**src/design/rpnc_pkg.sv**
```systemverilog
// rpnc_pkg: shared types, character codes and constants for the rpn calculator
// used by rpnc_alu, rpn_stack_calculator_unit and rpnc_checker
// no dependencies
package rpnc_pkg;

    localparam int CHAR_W      = 8;
    localparam int DATA_W      = 32;
    localparam int STATUS_W    = 3;
    localparam int FRAC_W      = 16;
    localparam int STEP_W      = 6;
    localparam int MUL_STEPS   = 32;
    localparam int DIV_STEPS   = 48;
    localparam int STACK_DEPTH_DEF = 32;

    localparam logic [CHAR_W-1:0] CHAR_ZERO  = 8'h30;
    localparam logic [CHAR_W-1:0] CHAR_NINE  = 8'h39;
    localparam logic [CHAR_W-1:0] CHAR_PLUS  = 8'h2B;
    localparam logic [CHAR_W-1:0] CHAR_MINUS = 8'h2D;
    localparam logic [CHAR_W-1:0] CHAR_STAR  = 8'h2A;
    localparam logic [CHAR_W-1:0] CHAR_SLASH = 8'h2F;

    typedef enum logic [STATUS_W-1:0] {
        ST_OK        = 3'd0,
        ST_UNDERFLOW = 3'd1,
        ST_INVALID   = 3'd2,
        ST_MISMATCH  = 3'd3,
        ST_OVERFLOW  = 3'd4,
        ST_DIVZERO   = 3'd5
    } rpnc_status_t;

    typedef enum logic [1:0] {
        OP_ADD,
        OP_SUB,
        OP_MUL,
        OP_DIV
    } rpnc_op_t;

    typedef enum logic [3:0] {
        S_IDLE,
        S_DECODE,
        S_RD_B,
        S_RD_A,
        S_ALU_GO,
        S_ALU_WAIT,
        S_FINISH,
        S_FIN_RD,
        S_EMIT
    } rpnc_state_t;

    typedef enum logic [1:0] {
        AL_IDLE,
        AL_STEP,
        AL_NEG,
        AL_SAT
    } rpnc_alu_state_t;

    typedef struct packed {
        logic     start;
        rpnc_op_t op;
    } rpnc_alu_req_t;

    typedef struct packed {
        logic              done;
        logic [DATA_W-1:0] result;
    } rpnc_alu_rsp_t;

    function automatic logic is_operator(input logic [CHAR_W-1:0] c);
        return (c == CHAR_PLUS) || (c == CHAR_MINUS) || (c == CHAR_STAR) || (c == CHAR_SLASH);
    endfunction

    function automatic rpnc_op_t char_to_op(input logic [CHAR_W-1:0] c);
        rpnc_op_t op;
        priority case (c)
            CHAR_MINUS: op = OP_SUB;
            CHAR_STAR:  op = OP_MUL;
            CHAR_SLASH: op = OP_DIV;
            default:    op = OP_ADD;
        endcase
        return op;
    endfunction

endpackage

```
**src/design/rpnc_ram.sv**
```systemverilog
// rpnc_ram: generic single-write, single-read ram with registered read data
// no dependencies
module rpnc_ram #(
    parameter int WIDTH = 32,
    parameter int DEPTH = 32
) (
    input  logic                     clk,
    input  logic                     wr_en,
    input  logic [$clog2(DEPTH)-1:0] wr_addr,
    input  logic [WIDTH-1:0]         wr_data,
    input  logic [$clog2(DEPTH)-1:0] rd_addr,
    output logic [WIDTH-1:0]         rd_data
);

    logic [WIDTH-1:0] mem [DEPTH];

    always_ff @(posedge clk)
    begin
        if (wr_en)
        begin
            mem[wr_addr] <= wr_data;
        end
        rd_data <= mem[rd_addr];
    end

endmodule

```
**src/design/rpnc_alu.sv**
```systemverilog
// rpnc_alu: iterative q16.16 add, subtract, multiply and divide around one 33-bit adder
// depends on rpnc_pkg
module rpnc_alu (
    input  logic                                clk,
    input  logic                                rst_n,
    input  rpnc_pkg::rpnc_alu_req_t             req,
    input  logic [rpnc_pkg::DATA_W-1:0]         a,
    input  logic [rpnc_pkg::DATA_W-1:0]         b,
    output rpnc_pkg::rpnc_alu_rsp_t             rsp
);

    rpnc_pkg::rpnc_alu_state_t state_reg, state_next;
    rpnc_pkg::rpnc_op_t        op_reg, op_next;
    logic [31:0]               opa_reg, opa_next;
    logic [31:0]               opb_reg, opb_next;
    logic                      neg_reg, neg_next;
    logic [32:0]               acc_reg, acc_next;
    logic [47:0]               lo_reg, lo_next;
    logic [rpnc_pkg::STEP_W-1:0] cnt_reg, cnt_next;
    logic [63:0]               wide_reg, wide_next;
    logic                      done_reg, done_next;
    logic [31:0]               result_reg, result_next;

    logic        addsub;
    logic [31:0] abs_a;
    logic [31:0] abs_b;
    logic [32:0] add_x;
    logic [32:0] add_y;
    logic        add_sub;
    logic [33:0] add_sum;
    logic [63:0] mag;
    logic [63:0] shifted;

    // shared adder
    assign add_sum = {1'b0, add_x} + {1'b0, (add_sub ? ~add_y : add_y)} + {33'd0, add_sub};

    assign addsub = (req.op == rpnc_pkg::OP_ADD) || (req.op == rpnc_pkg::OP_SUB);
    assign abs_a  = a[31] ? (~a + 32'd1) : a;
    assign abs_b  = b[31] ? (~b + 32'd1) : b;

    always_comb
    begin
        state_next = state_reg;
        unique case (state_reg)
            rpnc_pkg::AL_IDLE:
            begin
                if (req.start)
                begin
                    state_next = rpnc_pkg::AL_STEP;
                end
            end
            rpnc_pkg::AL_STEP:
            begin
                if (cnt_reg == rpnc_pkg::STEP_W'(1))
                begin
                    state_next = rpnc_pkg::AL_NEG;
                end
            end
            rpnc_pkg::AL_NEG:
            begin
                state_next = rpnc_pkg::AL_SAT;
            end
            rpnc_pkg::AL_SAT:
            begin
                state_next = rpnc_pkg::AL_IDLE;
            end
        endcase
    end

    always_comb
    begin
        op_next     = op_reg;
        opa_next    = opa_reg;
        opb_next    = opb_reg;
        neg_next    = neg_reg;
        acc_next    = acc_reg;
        lo_next     = lo_reg;
        cnt_next    = cnt_reg;
        wide_next   = wide_reg;
        done_next   = 1'b0;
        result_next = result_reg;
        add_x       = '0;
        add_y       = '0;
        add_sub     = 1'b0;
        mag         = '0;
        shifted     = '0;
        unique case (state_reg)
            rpnc_pkg::AL_IDLE:
            begin
                if (req.start)
                begin
                    op_next  = req.op;
                    opa_next = addsub ? a : abs_a;
                    opb_next = addsub ? b : abs_b;
                    neg_next = !addsub && (a[31] ^ b[31]);
                    acc_next = '0;
                    lo_next  = (req.op == rpnc_pkg::OP_DIV) ? {abs_a, 16'd0} : {16'd0, abs_b};
                    unique case (req.op)
                        rpnc_pkg::OP_MUL: cnt_next = rpnc_pkg::STEP_W'(rpnc_pkg::MUL_STEPS);
                        rpnc_pkg::OP_DIV: cnt_next = rpnc_pkg::STEP_W'(rpnc_pkg::DIV_STEPS);
                        rpnc_pkg::OP_ADD,
                        rpnc_pkg::OP_SUB: cnt_next = rpnc_pkg::STEP_W'(1);
                    endcase
                end
            end
            rpnc_pkg::AL_STEP:
            begin
                cnt_next = cnt_reg - rpnc_pkg::STEP_W'(1);
                unique case (op_reg)
                    rpnc_pkg::OP_ADD,
                    rpnc_pkg::OP_SUB:
                    begin
                        add_x     = {opa_reg[31], opa_reg};
                        add_y     = {opb_reg[31], opb_reg};
                        add_sub   = (op_reg == rpnc_pkg::OP_SUB);
                        wide_next = {{31{add_sum[32]}}, add_sum[32:0]};
                    end
                    rpnc_pkg::OP_MUL:
                    begin
                        // shift-add, multiplier bits leave from the bottom of lo
                        add_x    = acc_reg;
                        add_y    = lo_reg[0] ? {1'b0, opa_reg} : 33'd0;
                        acc_next = {1'b0, add_sum[32:1]};
                        lo_next  = {lo_reg[47:32], add_sum[0], lo_reg[31:1]};
                    end
                    rpnc_pkg::OP_DIV:
                    begin
                        // restoring division, quotient bits enter at the bottom of lo
                        add_x    = {acc_reg[31:0], lo_reg[47]};
                        add_y    = {1'b0, opb_reg};
                        add_sub  = 1'b1;
                        acc_next = add_sum[33] ? {1'b0, add_sum[31:0]} : {1'b0, add_x[31:0]};
                        lo_next  = {lo_reg[46:0], add_sum[33]};
                    end
                endcase
            end
            rpnc_pkg::AL_NEG:
            begin
                unique case (op_reg)
                    rpnc_pkg::OP_MUL: mag = {acc_reg[31:0], lo_reg[31:0]};
                    rpnc_pkg::OP_DIV: mag = {16'd0, lo_reg};
                    rpnc_pkg::OP_ADD,
                    rpnc_pkg::OP_SUB: mag = wide_reg;
                endcase
                wide_next = neg_reg ? (~mag + 64'd1) : mag;
            end
            rpnc_pkg::AL_SAT:
            begin
                shifted = (op_reg == rpnc_pkg::OP_MUL)
                        ? {{rpnc_pkg::FRAC_W{wide_reg[63]}}, wide_reg[63:rpnc_pkg::FRAC_W]}
                        : wide_reg;
                if ((&shifted[63:31]) || !(|shifted[63:31]))
                begin
                    result_next = shifted[31:0];
                end
                else
                begin
                    result_next = shifted[63] ? 32'h8000_0000 : 32'h7FFF_FFFF;
                end
                done_next = 1'b1;
            end
        endcase
    end

    always_ff @(posedge clk or negedge rst_n)
    begin
        if (!rst_n)
        begin
            state_reg <= rpnc_pkg::AL_IDLE;
            done_reg  <= 1'b0;
        end
        else
        begin
            state_reg <= state_next;
            done_reg  <= done_next;
        end
    end

    always_ff @(posedge clk)
    begin
        op_reg     <= op_next;
        opa_reg    <= opa_next;
        opb_reg    <= opb_next;
        neg_reg    <= neg_next;
        acc_reg    <= acc_next;
        lo_reg     <= lo_next;
        cnt_reg    <= cnt_next;
        wide_reg   <= wide_next;
        result_reg <= result_next;
    end

    assign rsp.done   = done_reg;
    assign rsp.result = result_reg;

endmodule

```
**src/design/rpn_stack_calculator_unit.sv**
```systemverilog
// rpn_stack_calculator_unit: postfix expression evaluator, one character per request
// depends on rpnc_pkg, rpnc_ram (operand stack) and rpnc_alu (shared arithmetic unit)
//
// channel  dir  tdata                      tuser         tlast
// s_*      in   [7:0] char_code            -             is_last
// m_*      out  [31:0] value (q16.16)      [2:0] status  -
//
// a digit is pushed in S_DECODE; an operator reads both operands, then * and / run the
// one-bit-per-cycle shift-add and restoring divide loops in rpnc_alu
// a tlast request runs S_FINISH, S_FIN_RD (stack bottom read, not on error) and S_EMIT
// s_tready is high only while the sequencer is idle; the output register holds a
// result until taken, and a later result waits for it
// asynchronous active-low reset clears the stack count, error and handshakes
module rpn_stack_calculator_unit #(
    parameter int STACK_DEPTH = rpnc_pkg::STACK_DEPTH_DEF
) (
    input  logic                          clk,
    input  logic                          rst_n,
    input  logic                          s_tvalid,
    output logic                          s_tready,
    input  logic [rpnc_pkg::CHAR_W-1:0]   s_tdata,   // [7:0] char_code
    input  logic                          s_tlast,
    output logic                          m_tvalid,
    input  logic                          m_tready,
    output logic [rpnc_pkg::DATA_W-1:0]   m_tdata,   // [31:0] value
    output logic [rpnc_pkg::STATUS_W-1:0] m_tuser    // [2:0] status
);

    localparam int AW = $clog2(STACK_DEPTH);
    localparam int CW = $clog2(STACK_DEPTH + 1);

    rpnc_pkg::rpnc_state_t  state_reg, state_next;
    logic [CW-1:0]          count_reg, count_next;
    rpnc_pkg::rpnc_status_t err_reg, err_next;
    logic [rpnc_pkg::CHAR_W-1:0] char_reg, char_next;
    logic                   last_reg, last_next;
    logic [31:0]            b_reg, b_next;
    logic [31:0]            res_value_reg, res_value_next;
    rpnc_pkg::rpnc_status_t res_status_reg, res_status_next;
    logic                   m_valid_reg, m_valid_next;
    logic [31:0]            m_value_reg, m_value_next;
    rpnc_pkg::rpnc_status_t m_status_reg, m_status_next;

    logic                   ram_wr_en;
    logic [AW-1:0]          ram_wr_addr;
    logic [31:0]            ram_wr_data;
    logic [AW-1:0]          ram_rd_addr;
    logic [31:0]            ram_rd_data;
    rpnc_pkg::rpnc_alu_req_t alu_req;
    rpnc_pkg::rpnc_alu_rsp_t alu_rsp;

    logic          is_digit;
    logic          is_op;
    rpnc_pkg::rpnc_op_t op;
    logic [CW-1:0] cnt_m1;
    logic [CW-1:0] cnt_m2;
    logic [3:0]    digit;
    logic          out_free;

    assign is_digit = (char_reg >= rpnc_pkg::CHAR_ZERO) && (char_reg <= rpnc_pkg::CHAR_NINE);
    assign is_op    = rpnc_pkg::is_operator(char_reg);
    assign op       = rpnc_pkg::char_to_op(char_reg);
    assign cnt_m1   = count_reg - CW'(1);
    assign cnt_m2   = count_reg - CW'(2);
    assign digit    = 4'(char_reg - rpnc_pkg::CHAR_ZERO);
    assign out_free = !m_valid_reg || m_tready;

    rpnc_ram #(
        .WIDTH (rpnc_pkg::DATA_W),
        .DEPTH (STACK_DEPTH)
    ) u_stack (
        .clk     (clk),
        .wr_en   (ram_wr_en),
        .wr_addr (ram_wr_addr),
        .wr_data (ram_wr_data),
        .rd_addr (ram_rd_addr),
        .rd_data (ram_rd_data)
    );

    rpnc_alu u_alu (
        .clk   (clk),
        .rst_n (rst_n),
        .req   (alu_req),
        .a     (ram_rd_data),
        .b     (b_reg),
        .rsp   (alu_rsp)
    );

    // next state
    always_comb
    begin
        state_next = state_reg;
        unique case (state_reg)
            rpnc_pkg::S_IDLE:
            begin
                if (s_tvalid)
                begin
                    state_next = rpnc_pkg::S_DECODE;
                end
            end
            rpnc_pkg::S_DECODE:
            begin
                if (err_reg == rpnc_pkg::ST_OK && is_op && count_reg >= CW'(2))
                begin
                    state_next = rpnc_pkg::S_RD_B;
                end
                else
                begin
                    state_next = last_reg ? rpnc_pkg::S_FINISH : rpnc_pkg::S_IDLE;
                end
            end
            rpnc_pkg::S_RD_B:
            begin
                state_next = rpnc_pkg::S_RD_A;
            end
            rpnc_pkg::S_RD_A:
            begin
                if (op == rpnc_pkg::OP_DIV && ram_rd_data == '0)
                begin
                    state_next = last_reg ? rpnc_pkg::S_FINISH : rpnc_pkg::S_IDLE;
                end
                else
                begin
                    state_next = rpnc_pkg::S_ALU_GO;
                end
            end
            rpnc_pkg::S_ALU_GO:
            begin
                state_next = rpnc_pkg::S_ALU_WAIT;
            end
            rpnc_pkg::S_ALU_WAIT:
            begin
                if (alu_rsp.done)
                begin
                    state_next = last_reg ? rpnc_pkg::S_FINISH : rpnc_pkg::S_IDLE;
                end
            end
            rpnc_pkg::S_FINISH:
            begin
                if (err_reg != rpnc_pkg::ST_OK || count_reg != CW'(1))
                begin
                    state_next = rpnc_pkg::S_EMIT;
                end
                else
                begin
                    state_next = rpnc_pkg::S_FIN_RD;
                end
            end
            rpnc_pkg::S_FIN_RD:
            begin
                state_next = rpnc_pkg::S_EMIT;
            end
            rpnc_pkg::S_EMIT:
            begin
                if (out_free)
                begin
                    state_next = rpnc_pkg::S_IDLE;
                end
            end
            default:
            begin
                state_next = rpnc_pkg::S_IDLE;
            end
        endcase
    end

    // datapath and control outputs
    always_comb
    begin
        count_next      = count_reg;
        err_next        = err_reg;
        char_next       = char_reg;
        last_next       = last_reg;
        b_next          = b_reg;
        res_value_next  = res_value_reg;
        res_status_next = res_status_reg;
        m_valid_next    = m_valid_reg && !m_tready;
        m_value_next    = m_value_reg;
        m_status_next   = m_status_reg;
        ram_wr_en       = 1'b0;
        ram_wr_addr     = count_reg[AW-1:0];
        ram_wr_data     = {12'd0, digit, 16'd0};
        ram_rd_addr     = '0;
        alu_req.start   = 1'b0;
        alu_req.op      = op;
        s_tready        = 1'b0;
        unique case (state_reg)
            rpnc_pkg::S_IDLE:
            begin
                s_tready  = 1'b1;
                char_next = s_tdata;
                last_next = s_tlast;
            end
            rpnc_pkg::S_DECODE:
            begin
                if (err_reg == rpnc_pkg::ST_OK)
                begin
                    priority if (is_digit)
                    begin
                        if (count_reg == CW'(STACK_DEPTH))
                        begin
                            err_next = rpnc_pkg::ST_OVERFLOW;
                        end
                        else
                        begin
                            ram_wr_en  = 1'b1;
                            count_next = count_reg + CW'(1);
                        end
                    end
                    else if (is_op)
                    begin
                        if (count_reg < CW'(2))
                        begin
                            err_next = rpnc_pkg::ST_UNDERFLOW;
                        end
                    end
                    else
                    begin
                        err_next = rpnc_pkg::ST_INVALID;
                    end
                end
            end
            rpnc_pkg::S_RD_B:
            begin
                ram_rd_addr = cnt_m1[AW-1:0];
            end
            rpnc_pkg::S_RD_A:
            begin
                ram_rd_addr = cnt_m2[AW-1:0];
                b_next      = ram_rd_data;
                if (op == rpnc_pkg::OP_DIV && ram_rd_data == '0)
                begin
                    err_next = rpnc_pkg::ST_DIVZERO;
                end
            end
            rpnc_pkg::S_ALU_GO:
            begin
                alu_req.start = 1'b1;
            end
            rpnc_pkg::S_ALU_WAIT:
            begin
                if (alu_rsp.done)
                begin
                    ram_wr_en   = 1'b1;
                    ram_wr_addr = cnt_m2[AW-1:0];
                    ram_wr_data = alu_rsp.result;
                    count_next  = cnt_m1;
                end
            end
            rpnc_pkg::S_FINISH:
            begin
                res_value_next = '0;
                if (err_reg != rpnc_pkg::ST_OK)
                begin
                    res_status_next = err_reg;
                end
                else if (count_reg != CW'(1))
                begin
                    res_status_next = rpnc_pkg::ST_MISMATCH;
                end
                else
                begin
                    res_status_next = rpnc_pkg::ST_OK;
                end
            end
            rpnc_pkg::S_FIN_RD:
            begin
                res_value_next = ram_rd_data;
            end
            rpnc_pkg::S_EMIT:
            begin
                if (out_free)
                begin
                    m_valid_next  = 1'b1;
                    m_value_next  = res_value_reg;
                    m_status_next = res_status_reg;
                    count_next    = '0;
                    err_next      = rpnc_pkg::ST_OK;
                end
            end
            default:
            begin
                s_tready = 1'b0;
            end
        endcase
    end

    always_ff @(posedge clk or negedge rst_n)
    begin
        if (!rst_n)
        begin
            state_reg   <= rpnc_pkg::S_IDLE;
            count_reg   <= '0;
            err_reg     <= rpnc_pkg::ST_OK;
            m_valid_reg <= 1'b0;
        end
        else
        begin
            state_reg   <= state_next;
            count_reg   <= count_next;
            err_reg     <= err_next;
            m_valid_reg <= m_valid_next;
        end
    end

    always_ff @(posedge clk)
    begin
        char_reg       <= char_next;
        last_reg       <= last_next;
        b_reg          <= b_next;
        res_value_reg  <= res_value_next;
        res_status_reg <= res_status_next;
        m_value_reg    <= m_value_next;
        m_status_reg   <= m_status_next;
    end

    assign m_tvalid = m_valid_reg;
    assign m_tdata  = m_value_reg;
    assign m_tuser  = m_status_reg;

endmodule

```
**config.mk**
```make
export PLATFORM = sky130hd
export DESIGN_NAME = rpn_stack_calculator_unit
export DESIGN_NICKNAME = d
export VERILOG_FILES = /design/src/design/rpnc_pkg.sv /design/src/design/rpnc_ram.sv /design/src/design/rpnc_alu.sv /design/src/design/rpn_stack_calculator_unit.sv
export SDC_FILE = /design/constraint.sdc
export NUM_CORES = 2
export LEC_CHECK = 0
export ABC_AREA = 1
export BUFFER_PORTS_ARGS = -buffer_cell sky130_fd_sc_hd__buf_2
export CORE_ASPECT_RATIO = 2
export CORE_UTILIZATION = 50
export DETAILED_ROUTE_END_ITERATION = 8
export GPL_ROUTABILITY_DRIVEN = 0
export MAX_ROUTING_LAYER = met4
export PLACE_DENSITY = 0.74
export SYNTH_ARGS = -nofsm -noshare
export SYNTH_HDL_FRONTEND = slang
export SYNTH_HIERARCHICAL = 1
export SYNTH_SLANG_ARGS = --single-unit
```
**constraint.sdc**
```tcl
create_clock -name clk -period 15.5 [get_ports clk]
set_input_delay 0.775 -clock clk [delete_from_list [all_inputs] [get_ports clk]]
set_output_delay 0.775 -clock clk [all_outputs]
set_load 0.05 [all_outputs]
```
* Word level (Yosys, flattened, before mapping) *
Memories as Yosys holds them, arrays and structs flattened. A register that Yosys moved wholly into a read port is not among the register bits.
Cells that the tools add are included.

cells by class
  $add $sub $neg = 10
  magnitude comparators = 4
  equal/unequal tests = 39
  multiplexer cells = 77
  bitwise logic cells = 5
  reduce and logical (&&, ||, !) cells = 43

operator list
  cell                                                              count
  32-bit 2-to-1 mux                                                 10
  33-bit case mux with 3 select lines                               2
  64-bit 2-to-1 mux                                                 3
  48-bit case mux with 2 select lines                               2
  64-bit case mux with 3 select lines                               1
  33-bit 2-to-1 mux                                                 4
  33-bit case mux with 2 select lines                               2
  64-bit case mux with 2 select lines                               1
  48-bit 2-to-1 mux                                                 2
  32-bit by 1-bit adder with 32-bit output (second input constant)  2
  64-bit by 1-bit adder with 64-bit output (second input constant)  1
  32-bit NOT                                                        2
  64-bit NOT                                                        1
  32-bit case mux with 2 select lines                               1
  63-bit 2-to-1 mux                                                 1
  6-bit 2-to-1 mux                                                  6
  4-bit case mux with 9 select lines                                1
  6-bit case mux with 3 select lines                                2
  33-bit by 33-bit adder with 34-bit output                         1
  34-bit by 1-bit adder with 34-bit output                          1
  3-bit 2-to-1 mux                                                  11
  33-bit NOT                                                        1
  33-bit AND reduction                                              1
  33-bit OR reduction                                               1
  other kinds (48)                                                  118

storage, ports and cells
  register bits after elaboration = 378
  memory bits (writable) = 1024
  output and inout bits = 37
  word-level logic and storage cells = 202
  memories kept = 1

memories
  memory       depth  width  read ports  clocked after memory_dff  wr ports  RTL line        text
  u_stack.mem  32     32     1           1                         1         rpnc_ram.sv:15  logic [WIDTH-1:0] mem [DEPTH];

* Logic depth before layout (Yosys ltp) *
  word-level depth = 11
  mapped depth = 25
  mapped depth without buffers = 23

* Modules after synthesis *
Netlist, hierarchy kept.

by module, submodules not included
  module                     instances  cells an instance  area each (um2)  seq. area each (um2)
  rpnc_ram                   1          3536               42405.7          31390.1
  rpnc_alu                   1          2839               20278.2          7552.2
  rpn_stack_calculator_unit  1          498                5386.4           3683.5

* Worst setup path before layout *
Ideal clock, no wire load.

  kind = register to register
  start = register state_reg[1] (netlist name)
  end = register u_alu.acc_reg[0], enable pin
  setup time = 0.487 ns
  data arrival time = 5.081 ns
  required time = 15.013 ns
  slack = 9.933 ns
  stages on the path, launching flop included = 8
  cell sequence = dfrtp_1 -> nor2_2 -> inv_1 -> nor2_1 -> nand2_1 -> inv_1 -> a21oi_1 -> nor2_1

RTL lines
  element               RTL line         text
  end signal, assigned  rpnc_alu.sv:185  acc_reg <= acc_next;
  end, declared         rpnc_alu.sv:17   logic [32:0] acc_reg, acc_next;

==> results.json <==
{
  "nets": 6867,
  "violations": "design-rule violations, max-capacitance violations, max-slew violations",
  "p_switching_uw": 4980,
  "synth_compound_area_frac": 0.0514,
  "grt_pass1_wl_um": 335000,
  "fin_tns_setup_ps": 0,
  "cts.repair.resized": 0,
  "critPathTopFamily": "buffers and inverters",
  "dieHeight_um": 524,
  "cts.sinks": 1433,
  "die_w_um": 263,
  "powerDensity_mw_per_mm2": 169,
  "min_period_ps": 6920,
  "netlist_instances": 6873,
  "vias": 53500,
  "drc": 1,
  "path_max_fanout": 81,
  "intPower_uw": 7420,
  "cts-root-to-sink-buffers": 3,
  "placementRows": 191,
  "synthAdderAreaFrac": 0.00912,
  "synth_enable_flop_cells": 1384,
  "synthFlopType": "edfxtp_1",
  "largest_reg_flops": 1024,
  "critPathCaptureType": "flip-flop",
  "max_stage_delay_ps": 870,
  "grt_pass1_vias": 51500,
  "cts_made_buffers": 114,
  "async_flop_share": 0.0119,
  "antenna_found_initial": 32,
  "required_ps": 16190,
  "grt_use_total": 0.346,
  "worst_setup_path_start_kind": "flip-flop",
  "synth_simple_gate_area_frac": 0.240,
  "drtAntennaViolNets": 0,
  "synth_nets": 6935,
  "tritoncts": "built",
  "worstHoldStart": "s_tdata[4]",
  "power.share.combinational": 0.341,
  "wirelength_um": 229000,
  "place_area_mm2": 0.0696,
  "peakVddDrop_v": 0.000102,
  "power_frac_clock": 0.235,
  "startpoint": "state_reg[1]",
  "first_pass_iters": 9,
  "worstMarginPinSlew_ps": 1520,
  "maxSlewViolCount": 3,
  "grt_setup_unrepaired": "no",
  "status": "finished with violations",
  "io_buffers": 49,
  "path_cells": "nand2_1, nor2_4, nand2_1, o21ai_4, buf_4, buf_4, buf_4, buf_4, buf_4, nand2_1, nand3_1, nand3_1, nand2_1, nand2_1, nand2_1, nand2_1, nand2_1",
  "cts-root-buf": "clkbuf_16",
  "dieArea_mm2": 0.138,
  "crit_buf_inv": 5,
  "ys_seq_area_frac": 0.626,
  "syn_area_mm2": 0.0681,
  "design_area_mm2": 0.0734,
  "grt_max_degree": 228,
  "crit_slowest_cell": "nor2_4",
  "start_util": 0.503,
  "synth_xor_xnor_area_share": 0.0162,
  "relSlewSlack": -0.0154,
  "p_leak_uw": 0.0280,
  "wl_per_cell_um": 26.4,
  "htreeDepth": 3,
  "ys_warn_count": 6,
  "grt.overflow.total": 0,
  "worst_path_most_repeated_cell": "nand2_1",
  "drive_gt1_frac": 0.0766,
  "hold_path.class": "in -> reg",
  "viasPerCell": 6.16,
  "synth_top_family_by_area": "simple AND/OR/NAND/NOR gates",
  "hpwl_um": 143000,
  "p_seq_frac": 0.424,
  "netlist-cell-type-count": 70,
  "first_iter_violations": 7148,
  "drv_cap": 1,
  "core_mm2": 0.135,
  "syn_avg_cell_area_um2": 9.90,
  "clkTransAtPathRegs_ps": 70,
  "ios": 50,
  "p_sw_frac": 0.402,
  "worstSkewPairLatency_ps": 780,
  "finalClockSkew_ps": 39.9,
  "hold_viol": 0,
  "finalSetupViolCount": 0,
  "critPathKind": "reg -> reg",
  "arrival_ps": 7610,
  "fmax_mhz": 145,
  "r2r-start": "state_reg[1]",
  "finalCritPeriodShare": 0.446,
  "area_growth_pct": 7.77,
  "muxShareOfSynthArea": 0.000147,
  "synth_seq_cells": 1433
}
==> power by group through the flow <==
stage | clock network, uW | registers [uW] | logic, uW
finish | 2920 | 5250 | 4230
global route | 3070 | 5260 | 4510
CTS | 2930 | 5210 | 3990
detailed placement | 0 | 5290 | 3970
global placement | 0 | 5280 | 3900
floorplan | 0 | 5120 | 2740
==> logic make-up after synthesis <==
family,Yosys count
compound gates,616
xor+xnor,126
fa+ha+maj,49
buf+inv,777
flops,1433
mux,1
simple gates,3871
==> repair_timing <==
action	4_1_cts	5_1_grt
setup buffers	0	0
endpoints found under the hold margin	17	0
hold buffers	1	0
==> cell usage after synthesis, drive strengths merged (17+ instances only) <==
cell / number / area, um^2
a21oi: 113 / 607
o221ai: 17 / 149
nand3: 949 / 4800
buf: 259 / 1890
edfxtp: 1384 / 41600
or2: 20 / 125
nand4: 37 / 238
clkbuf: 95 / 357
nor3: 49 / 329
o211ai: 28 / 210
ha: 48 / 601
dfrtp: 17 / 425
inv: 419 / 1580
nand2: 2366 / 8930
o21ai: 372 / 1910
xor2: 108 / 946
dfxtp: 32 / 641
xnor2: 18 / 158
o22ai: 21 / 131
nor2: 416 / 1680
==> placed cells by master, fill, tap and decap left out, types with 17 or more instances in the layout <==
master     instances
a21oi_1          105
buf_2             49
buf_4            117
clkbuf_1          30
clkbuf_16        116
clkinv_1          19
clkinv_2          23
dfrtp_1           17
dfxtp_1           32
diode_2           36
edfxtp_1        1384
ha_1              46
inv_1            389
inv_2             27
nand2_1         2349
nand3_1          937
nand4_1           36
nor2_1           344
nor2_2            28
nor2_4            44
nor3_1            36
o211ai_1          28
o21ai_0          296
o21ai_1           60
o221ai_1          17
o22ai_1           19
xnor2_1           18
xor2_1           108
==> per-layer routing <==
layer	global-route usage	up-vias	wire, um
li1	-	23300	-
met1	0.337	25100	68200
met2	0.546	3714	109000
met3	0.104	1398	25000
met4	0.333	0	26800
met5	-	-	0
==> final timing paths <==
kind                       depth (start not counted)                   to  slack (ps)
max                                               17  u_stack/rd_data[27]        8580
min                                                1          char_reg[4]         170
max reg2reg                                       17  u_stack/rd_data[27]        8580
min reg2reg                                        0          m_tdata[25]         420
max in group asynchronous                          2         count_reg[0]       14650
min in group asynchronous                          2           err_reg[2]         500
==> per-stage QoR <==
step | utilization | hold slack, ps | setup slack, ps | power, uW | instances
2_1_floorplan | - | 400 | 9930 | 7870 | 6873
3_3_place_gp | 0.514 | 402 | 8980 | 9180 | 8423
3_5_place_dp | 0.514 | 408 | 8820 | 9260 | 8423
4_1_cts | 0.541 | 151 | 8730 | 12100 | 8638
5_1_grt | 0.542 | 154 | 8250 | 12800 | 8675
6_report | 0.542 | 171 | 8580 | 12400 | 8676
==> final cells by class <==
cell class / instances / area [um^2]
fillers: 11500 / 61900
flip-flops and latches: 1433 / 42600
multi-input cells: 4663 / 22000
clock buffers: 152 / 3100
well taps: 1737 / 2170
inverters: 423 / 1620
repair buffers: 170 / 1180
clock inverters: 62 / 564
diodes: 36 / 90.1
(Power assumes the default switching activity.)
